--- src/hdl/psoc_step.sv ---
`default_nettype none

// Shared match unit: advances one pattern's pointer for one stream symbol.
module psoc_step #(
  parameter int LANES    = 6,
  parameter int SYM_BITS = 4,
  parameter int PW       = 3
) (
  input  logic [SYM_BITS-1:0]            sym,
  input  logic [PW-1:0]                  ptr,
  input  logic [LANES-1:0][SYM_BITS-1:0] row,
  output logic [PW-1:0]                  ptr_nxt,
  output logic                           hit
);

  localparam int LW = $clog2(LANES);

  logic          active;
  logic [LW-1:0] sel;
  logic [PW-1:0] ptr_inc;

  assign active  = ptr < PW'(LANES);
  assign sel     = active ? ptr[LW-1:0] : '0;
  assign ptr_inc = ptr + 1'b1;

  always_comb begin
    ptr_nxt = ptr;
    hit     = 1'b0;
    if (active) begin
      if (sym == row[sel]) begin
        ptr_nxt = ptr_inc;
        hit     = (ptr_inc == PW'(LANES));
      end else if (sym == row[0]) begin
        ptr_nxt = PW'(1);
      end else begin
        ptr_nxt = '0;
      end
    end
  end

endmodule

`default_nettype wire

--- config.mk ---
export PLATFORM = sky130hd
export DESIGN_NAME = psoc_step
export DESIGN_NICKNAME = d
export VERILOG_FILES = /design/src/hdl/psoc_step.sv
export SDC_FILE = /design/constraint.sdc
export NUM_CORES = 1
export LEC_CHECK = 0
export BUFFER_PORTS_ARGS = -buffer_cell sky130_fd_sc_hd__buf_2
export CORE_MARGIN = 5
export CORE_UTILIZATION = 35
export DETAILED_ROUTE_END_ITERATION = 8
export GPL_ROUTABILITY_DRIVEN = 0
export PLACE_DENSITY = 0.67
export SLEW_MARGIN = 10
export SYNTH_ARGS = -nofsm -noshare
export SYNTH_HDL_FRONTEND = slang
export SYNTH_SLANG_ARGS = --single-unit
--- constraint.sdc ---
create_clock -name vclk -period 5.3
set_clock_uncertainty 0.05 [all_clocks]
set_input_delay 1.06 -clock vclk [all_inputs]
set_output_delay 1.06 -clock vclk [all_outputs]
set_load 0.05 [all_outputs]
# Word-level counts from Yosys, hierarchy flattened
# Index checks and enable logic that the tools add are counted.
# word_totals
register_bits,0
inputBits,31
out_inout_bits,4
word_cells,14
# op_classes
add_sub_neg,1
magnitude_cmp,2
n_eq_ne,3
n_mux,8
# op_table
op,n
binary-select mux 4 bit (select 3 bit),1
two-way mux 3 bit,3
equality test 4 bit,2
less-than comparator 3 x 4 -> 1 bit (second input constant),1
two-way mux 4 bit,1
adder 3 x 1 -> 3 bit (second input constant),1
equality test 3 bit (second input constant),1
less-than comparator 3 bit (second input constant),1
two-way mux 1 bit,3

# Depth between registers and ports, before layout
# depth
word_depth,7
mapped_depth,8

# Worst setup path after synthesis
# OpenSTA, ideal clock, no wires.
# synth_timing
kind,input port to output port
from,in ptr[0]
to,out ptr_nxt[1]
t_arrival_ns,2.952
path_slack_ns,1.238
stages,7
path_buffers,1
path_cell_list,buf_6 > mux2_4 > a221oi_2 > a31oi_1 > a2111oi_4 > nand2_2 > o21ai_1
# synth_between
elab_chain_len,7
# synth_rtl
item,line_no,rtl
"start, declared",10,"input logic [PW-1:0] ptr,"
less-than comparator 3 bit,22,assign active = ptr < PW'(LANES);
two-way mux 3 bit,23,assign sel = active ? ptr[LW-1:0] : '0;
binary-select mux 4 bit (select 3 bit),30,if (sym == row[sel]) begin
two-way mux 4 bit (implied by the code),30,
equality test 4 bit,30,
two-way mux 3 bit,30,
two-way mux 3 bit (*),29,if (active) begin
"end, declared",12,"output logic [PW-1:0] ptr_nxt,"
# Every way passes the cells marked *; elsewhere a longest branch is shown, timed or not. The select of a mux whose other input is x is not followed.

# Worst setup path after layout
# layout_timing
from,in ptr[0]
to,out ptr_nxt[0]
# The elaborated chain is that of the path after synthesis.

==> flow_summary.yaml <==
sta:
  finalCritPeriodShare_pct: 77.8
  worst_pin_slew_ns: 0.448
  slew_headroom_pct: 70.0
  rsz0062_at_grt: "no"
  layout_min_cycle_time_ns: 4.12
  tns_ns: 0
  max_freq_ghz: 0.243
  finalSetupViolations: 0
  hold_viol: 0
  slew_viol_final: 0
critical_path:
  worstPathCellList: "buf_2, mux2_4, a221oi_2, a31oi_1, a2111oi_4, nand2_2, o211ai_2, buf_2"
  crit_path_max_incr_delay_ns: 0.36
  crit_family: "compound AO/OA/AOI/OAI gates"
  crit_fanout: 16
  cp-start-kind: "primary input"
  crit_buf_inv: 2
  critPathArrivalTime_ns: 3.01
  crit_path_end_kind: "output port"
  crit_top_cell: "buf_2"
  slowest_stage: "a2111oi_4"
  path_class: "primary input to output port"
  worstPathRequired_ns: 4.19
synthesis:
  synth-simple-area-share_pct: 16.0
  synthCells: 74
  synth.distinct_cells: 33
  synthAdderAreaFrac_pct: 4.39
  synth_compound_area_share_pct: 30.5
  mappedNetlistArea_sq_um: 571
  syn_nets: 107
  synth_mux_area_share_pct: 23.0
  synth_top_family_by_area: "compound AO/OA/AOI/OAI gates"
  avgSynthCellArea_sq_um: 7.71
  synth-xor-area-share_pct: 16.9
  seq_area_frac_synth_pct: 0
  yosysWarnings: 0
die:
  core_area_sq_mm: 0.00152
  io_pins: 35
  dieArea_sq_mm: 0.00254
  rows: 14
  die_h_microns: 50.4
  start_util_pct: 37.4
  fp.dieW_microns: 50.4
drt:
  drc: 0
  dr.pass1.iters: 4
  wl_microns: 1470
  viasPerCell: 5.32
  antenna_left: 0
  drt-initial-drc-count: 3
  wl_per_cell_microns: 12.4
  vias: 628
cells_and_area:
  multiInputGateArea_sq_um: 518
  nFlopsAndLatches: 0
  area_growth_pct: 27.0
  fill_cells: 163
  clock_buffers: 0
  nets: 137
  antenna_cells_inserted: 0
  drive_gt1_share_pct: 41.2
  seqCellArea_sq_um: 0
min_path:
  min_path_cells: 4
  hold_path.class: "primary input to output port"
  hold_start: "ptr[2]"
  hold_path_end: "ptr_nxt[0]"
grt:
  grt_max_degree: 17
  grt_overflow: 0
  grt_pass1_wl_microns: 2410
  antenna_found_initial: 0
  gr-usage-all-layers_pct: 10.8
  grt_pass1_vias: 566
place:
  portBuffers: 35
  hpwlAfterDp_microns: 1290
power:
  cellPowerDensity_mw_per_mm2: 97.9
  vdd.ir_drop.worst_mv: 0.0358
  finalPower_mw: 0.0709
  power_leakage_nw: 0.360
clock_network:
  post_cts_buffers: 0
  hold_buffers: 0
  cts_resized: 0
run:
  max_cap_violations: 0
run_status:
  status: "finished clean"
-- report_power, final --
group	internal, mW	leakage [nW]	switching, mW	total, mW
Clock	0	0	0	0
Sequential	0	0	0	0
Combinational	0.0311	0.360	0.0398	0.0709
Total	0.0311	0.360	0.0398	0.0709
-- Yosys cell counts (all sizes together) --
master	n	area (sq um)
a2111oi	1	27.5
a21o	1	7.51
a21oi	1	5.00
a221oi	1	15.0
a22o	1	8.76
a311oi	1	15.0
a31oi	2	12.5
buf	3	26.3
clkbuf	4	15.0
ha	2	25.0
inv	3	11.3
mux2	3	41.3
mux2i	9	90.1
nand2	6	25.0
nand2b	1	6.26
nand3	2	10.0
nand4	2	12.5
nor2	7	26.3
nor2b	1	6.26
nor3	1	5.00
o211ai	3	27.5
o21a	1	7.51
o21ai	4	20.0
o221ai	1	8.76
o2bb2a	1	10.0
o32ai	1	8.76
xnor2	7	61.3
xor2	4	35.0
-- metal layers --
metal / track usage (%) / routed length [microns]
met1: 16.5 / 636
met5: 0 / 0
met2: 16.9 / 713
met3: 1.18 / 117
met4: 0.851 / 0
-- cells in the final DEF (no fill, tap or decap) --
master / count
nor2b_1: 1
o211ai_2: 1
o32ai_1: 1
a21o_1: 1
a2111oi_4: 1
mux2_1: 1
ha_1: 2
a21oi_1: 1
o211ai_1: 2
o21a_1: 1
nand2b_1: 1
nand3_1: 2
nand2_2: 1
o21ai_1: 1
nand2_1: 5
o21ai_0: 3
o221ai_1: 1
a311oi_2: 1
a221oi_2: 1
nor2_1: 7
xor2_1: 4
xnor2_1: 7
inv_1: 3
a31oi_1: 2
a22o_1: 1
nor3_1: 1
mux2_4: 2
o2bb2a_1: 1
nand4_1: 2
buf_2: 35
mux2i_1: 9
-- cells by family (layout without fill, tap and decap cells) --
group                      Yosys count  after routing
and+or+nand+nor                     20             20
AOI/OAI and AO/OA                   19             19
xor gates and xnor gates            11             11
adders and majority gates            2              2
buffers and inverters               10             38
muxes                               12             12
-- how the worst max path moves through the flow --
stage / slack (ns) / from / end / depth (start not counted)
floorplan: 1.24 / ptr[0] / ptr_nxt[1] / 7
global placement: 1.22 / ptr[0] / ptr_nxt[0] / 8
detailed placement: 1.18 / ptr[0] / ptr_nxt[0] / 8
CTS: 1.17 / ptr[0] / ptr_nxt[0] / 8
global route: 0.98 / ptr[0] / ptr_nxt[0] / 8
finish: 1.18 / ptr[0] / ptr_nxt[0] / 8
-- cell type report --
type	instances	share of cell area, %
Timing Repair Buffer	35	24.2
Multi-Input combinational cell	64	71.5
Inverter	3	1.55
Tap cell	16	2.76
-- per-stage QoR --
stage | hold WS (ns) | setup WS (ns) | cells | utilization [%] | instance area [sq um]
2_1_floorplan | 2.49 | 1.24 | 74 | - | 571
3_3_place_gp | 2.62 | 1.22 | 118 | 47.5 | 724
3_5_place_dp | 2.62 | 1.18 | 118 | 47.5 | 724
4_1_cts | 2.62 | 1.17 | 118 | 47.5 | 724
5_1_grt | 2.66 | 0.978 | 118 | 47.5 | 724
6_report | 2.61 | 1.18 | 118 | 47.5 | 724
No activity file was read; power rests on OpenSTA's default activity.
