### src/hdl/psoc_ptr_mem.sv
`default_nettype none

// Per-pattern progress pointers, one write and one read port.
module psoc_ptr_mem #(
  parameter int DEPTH = 1024,
  parameter int PW    = 3
) (
  input  logic                     clk,
  input  logic                     we,
  input  logic [$clog2(DEPTH)-1:0] waddr,
  input  logic [PW-1:0]            wdata,
  input  logic                     re,
  input  logic [$clog2(DEPTH)-1:0] raddr,
  output logic [PW-1:0]            rdata
);

  logic [PW-1:0] mem [DEPTH];
  logic [PW-1:0] rd_r;

  always_ff @(posedge clk) begin
    if (we) begin
      mem[waddr] <= wdata;
    end
    if (re) begin
      rd_r <= mem[raddr];
    end
  end

  assign rdata = rd_r;

endmodule

`default_nettype wire

### config.mk
export PLATFORM = sky130hd
export DESIGN_NAME = psoc_ptr_mem
export DESIGN_NICKNAME = d
export VERILOG_FILES = /design/src/hdl/psoc_ptr_mem.sv
export SDC_FILE = /design/constraint.sdc
export NUM_CORES = 2
export LEC_CHECK = 0
export ABC_AREA = 1
export BUFFER_PORTS_ARGS = -buffer_cell sky130_fd_sc_hd__buf_2
export CAP_MARGIN = 30
export CORE_ASPECT_RATIO = 1.2
export CORE_MARGIN = 8
export CORE_UTILIZATION = 40
export CTS_BUF_LIST = sky130_fd_sc_hd__clkbuf_4
export CTS_CLUSTER_DIAMETER = 40
export DETAILED_ROUTE_END_ITERATION = 7
export PLACE_DENSITY = 0.61
export SYNTH_ARGS = -nofsm -noshare
export SYNTH_HDL_FRONTEND = slang
export SYNTH_SLANG_ARGS = --single-unit
### constraint.sdc
create_clock -name clk -period 2.3 [get_ports clk]
set_input_delay 0.46 -clock clk [delete_from_list [all_inputs] [get_ports clk]]
set_output_delay 0.46 -clock clk [all_outputs]
set_load 0.01 [all_outputs]
# Word level (Yosys, flattened, before mapping)

Memories as Yosys holds them, arrays and structs flattened. A register that Yosys moved wholly into a read port is not among the register bits.
Index checks and enable logic that the tools add are counted.

Register bits after elaboration: 0
Bits in writable memories: 3,072
Input port bits: 26
Output and inout port bits: 3
Logic and storage cells: 3
Memories kept: 1

Memories:

| memory | words | bits a word | read ports | clocked after memory_dff | write ports | line | source |
|---|---|---|---|---|---|---|---|
| mem    | 1,024 | 3           | 1          | 1                        | 1           | 17   | `logic [PW-1:0] mem [DEPTH];` |

Multiplexer cells: 2

Operators by type and width:

| operator         | count |
|---|---|
| 2-to-1 mux 1 bit | 2 |

# Longest topological paths before layout

Depth in word-level cells: 2
Depth in mapped cells: 17
Depth with buffers taken out: 13

# Worst setup path before layout

Ideal clock, no wire load.

Kind: input port to flip-flop
From: in waddr[2]
To: mem mem[443][0], enable pin
Setup time: 319 ps
Arrival time: 1,827 ps
Required time: 1,981 ps
Path slack: 154 ps
Stages on the path: 8
Path buffers: 3
Cells stage by stage: buf_2 > nor3_1 > inv_1 > nor2_1 > nand2_1 > clkbuf_1 > clkbuf_1 > nor2_1

RTL lines:

| item               | line | source |
|---|---|---|
| start: declaration | 10   | `input logic [$clog2(DEPTH)-1:0] waddr,` |
| end: declaration   | 17   |  |

Straight into the memory's write port.

# Worst setup path in the final report

From: reg rd_r[2] (netlist: rdata[2]) (read register of mem)
To: out rdata[2]

RTL lines:

| item               | line | source |
|---|---|---|
| start: declaration | 18   | `logic [PW-1:0] rd_r;` |
| end: declaration   | 14   | `output logic [PW-1:0] rdata` |

No word-level cell between the ends.

==> impl_results.md <==
- Crit path max-delay cell type: sky130_fd_sc_hd__edfxtp_1
- Sequential share of the synthesized area: 72.0%
- Final worst slack: -0.230 ns
- Worst-Skew Late Latency: 1.37 ns
- Path type of the worst setup path: flip-flop to output pin
- DR WL/cell: roughly 23 um
- Crit path depth: 1
- Total of max-cap violations: 0
- Asr flop ratio synth: 0%
- Class of the tightest hold or removal check: input port to flip-flop
- Global placer's final weighted congestion: 0.898
- Core box area: between 300000 and 400000 sq um
- Unrepaired setup endpoints after global routing: yes
- Maximum fanout count along the critical path: 1
- Launching point of the worst reg2reg path: mem[831][0]
- Iteration count of the initial detailed-routing pass: 8
- Count of unresolved DRC violations after routing: 0
- Top cells by count, synth: 3149 x sky130_fd_sc_hd__nand2_1, 3075 x sky130_fd_sc_hd__edfxtp_1, 3066 x sky130_fd_sc_hd__nand3_1
- Layout Cell Area excl Fill: 148000 sq um
- Minimum setup slack among reg-to-reg paths: 0.06 ns
- Fraction of final layout cells with drive strength greater than 1: 15.1%
- Top area cells in the synthesized netlist: sky130_fd_sc_hd__edfxtp_1 72%, sky130_fd_sc_hd__nand3_1 12%, sky130_fd_sc_hd__nand2_1 9.2%
- Leakage: roughly 52 nW
- Via count of the first global-routing pass: 92265
- Most numerous cell in the Yosys netlist: sky130_fd_sc_hd__nand2_1
- Synth Register Bits: 3075
- Tightest slew margin relative to the limit: 59.9%
- Width of the die: 533 um
- TritonCTS clock tree: built
- Power Total: 113 mW
- Nets: ~12000
- Clock net sink count: 3075
- Std-Cell Rows: 228
- WL final: 391 mm
- Mapped Nets: ~11000
- Required time reported for the critical path endpoint: around 1.8 ns
- Peak supply drop: 0.000399 V
- I/O pins: 29
- CP Capture Point: rdata[2]
- Final-report max-slew violation count: 0
- Number of port buffers: 28
- Top flip-flop cell by instance count after synthesis: sky130_fd_sc_hd__edfxtp_1
- Top achievable clock speed: around 400 MHz
- Worst reg2reg path endpoint: rdata[0]
- Result of the run: complete, but fails checks
- Critical path buffers and inverters: 1
- Overflow left after global routing: 0
- Violated checks: setup timing
- Slew @ Worst Pin: 0.602 ns
- Number of buffers added by the clock tree synthesis step: between 700 and 800
- Startpoint kind of the worst setup timing path: flip-flop
- Minimum clock period after layout: 2.53 ns
- Die area: 339000 sq um
- Non-filler instance count after layout: 16697
- Arrival time of data at the critical path endpoint: ~2.1 ns
- Clock slew seen by the registers of the worst setup and hold paths: 0.07 ns
- Total global routing track utilization: 22.3%
- Post-route clock period utilization: 110%
- Hold violation total from the final report: 0
- Post-synth top area share: 72.0%
- Area of placed instances: 139000 sq um
- Cell taking the most area after synthesis: sky130_fd_sc_hd__edfxtp_1
- Antenna violations before repair: 19
- DRC violation total after the first TritonRoute iteration: 9548
- Slowest Stage Delay on Critical Path: 0.51 ns
- Number of enable-type register cells in the synthesized netlist: about 3100
- Placed wire-length estimate: 245 mm
- Count of cells along the worst register-to-register path: 13
- Endpoint type of the worst setup path: output pin
- Worst-case clock skew: 0.115 ns
- Routed vias/inst: 5.52
- Number of warnings printed during yosys synthesis: 0
- Wire length of the first global-routing pass: 574 mm
- Vertical die dimension: 636 um
- Instance count along the most critical hold path: 9
- Setup violators final: 3
- Distinct cell type count after synthesis: 16
- Total Negative Setup Slacks: -0.432 ns
- Kind of cell adding the most delay to the critical path: flip-flops
- Cell area after synthesis: approximately 130000 sq um
- Worst-case clock buffer depth: 4
- Synthesized area divided by synthesized cell count: between 10 and 15 sq um
- Maximum number of pins on one net before global-route repair: 114
- Placed Instances: 15439
- Synth Instances: 11278
- Vias: 92151
- CTS root buffer: sky130_fd_sc_hd__clkbuf_4
- H-tree levels: 6
- Worst setup path startpoint: rdata[2]
- Power density over the cells: 762 nW/um^2
- Starting Density: 40.1%
- Number of nets with antenna violations after detailed routing: 0
- Area growth from synthesis to layout: 15.3%
- Sequence of cells on the critical path: buf_2
-- stage by stage --
step	worst slack, ns	utilization (%)	hold WS [ns]
6_report	-0.230	46.2	0.173
2_1_floorplan	0.154	-	0.559
3_5_place_dp	-1.01	43.3	0.765
5_1_grt	-0.319	46.2	0.0854
4_1_cts	-0.366	46.2	0.00693
3_3_place_gp	-1.05	43.3	0.769
-- kinds of logic (layout without fill, tap and decap cells) --
kind of cell  after synthesis  after routing  synth area share [%]
simple gates             7286           7286                  24.3
buf+inv                   917           2070                  3.69
flops                    3075           3075                  72.0
other cells                 0             11                     0
-- worst min path at each step --
stage	to	slack, ns	startpoint
2_1_floorplan	mem[0][0]	0.56	wdata[0]
3_3_place_gp	rdata[0]	0.77	re
3_5_place_dp	rdata[0]	0.77	re
4_1_cts	mem[752][2]	0.007	waddr[9]
5_1_grt	mem[331][0]	0.09	wdata[0]
6_report	rdata[1]	0.17	raddr[5]
-- cell type report --
cell class | count | area (sq um)
antenna | 11 | 27.5
timing repair buffer | 803 | 9780
fill | 29057 | 172000
sequential | 3075 | 92300
tap | 4255 | 5320
clock inverter | 239 | 1440
multi-input combinational | 7286 | 31500
clock buffer | 984 | 7390
inverter | 44 | 206
-- worst register-to-register path, cell delays in order, from the launching register on --
cell and delay (ns):
sky130_fd_sc_hd__edfxtp_1 0.35, sky130_fd_sc_hd__nand2_1 0.07, sky130_fd_sc_hd__nand3_1 0.09, sky130_fd_sc_hd__nand3_1 0.12, sky130_fd_sc_hd__nand3_1 0.18, sky130_fd_sc_hd__nand3_1 0.14
sky130_fd_sc_hd__nand3_1 0.09, sky130_fd_sc_hd__nand3_1 0.10, sky130_fd_sc_hd__buf_4 0.16, sky130_fd_sc_hd__nand3_1 0.27, sky130_fd_sc_hd__nand3_2 0.24, sky130_fd_sc_hd__nand2_1 0.10
sky130_fd_sc_hd__nand2_1 0.08, sky130_fd_sc_hd__nand2_1 0.05
-- where the power goes --
group	internal (mW)	switching, mW	leakage [nW]
Clock	21.8	21.2	5.24
Combinational	2.51	5.58	19.2
Sequential	61.6	0.0151	27.6
-- sequential cells by signal, indices dropped and copies added, names as in the netlist --
signal / cells
mem: 3072
rdata: 3
-- placed cells by master (no fill, tap or decap), drive strengths merged, types with 18 or more instances in the layout --
cell type,count
buf,779
nand3,3066
nor3,24
nor2,1040
inv,60
dlygate4sd3,24
clkinv,199
bufinv,18
clkbuf,984
edfxtp,3075
nand2,3149
-- what timing repair did --
action                                   CTS  global route
buffers inserted                           0             0
endpoints found under the hold margin   3838             0
endpoints found under the setup margin     3             5
resized for setup                          4             4
hold buffers                              24             0
-- metal layers --
metal	up-vias	part of all wire (%)	GRT usage [%]	routed length, um
met5	-	0.0077	0	30
met4	4	6.0	12.2	23300
met3	994	8.3	3.94	32600
li1	41447	-	-	-
met2	4406	48	37.3	186000
met1	45300	38	27.5	149000
(Power assumes the default switching activity.)
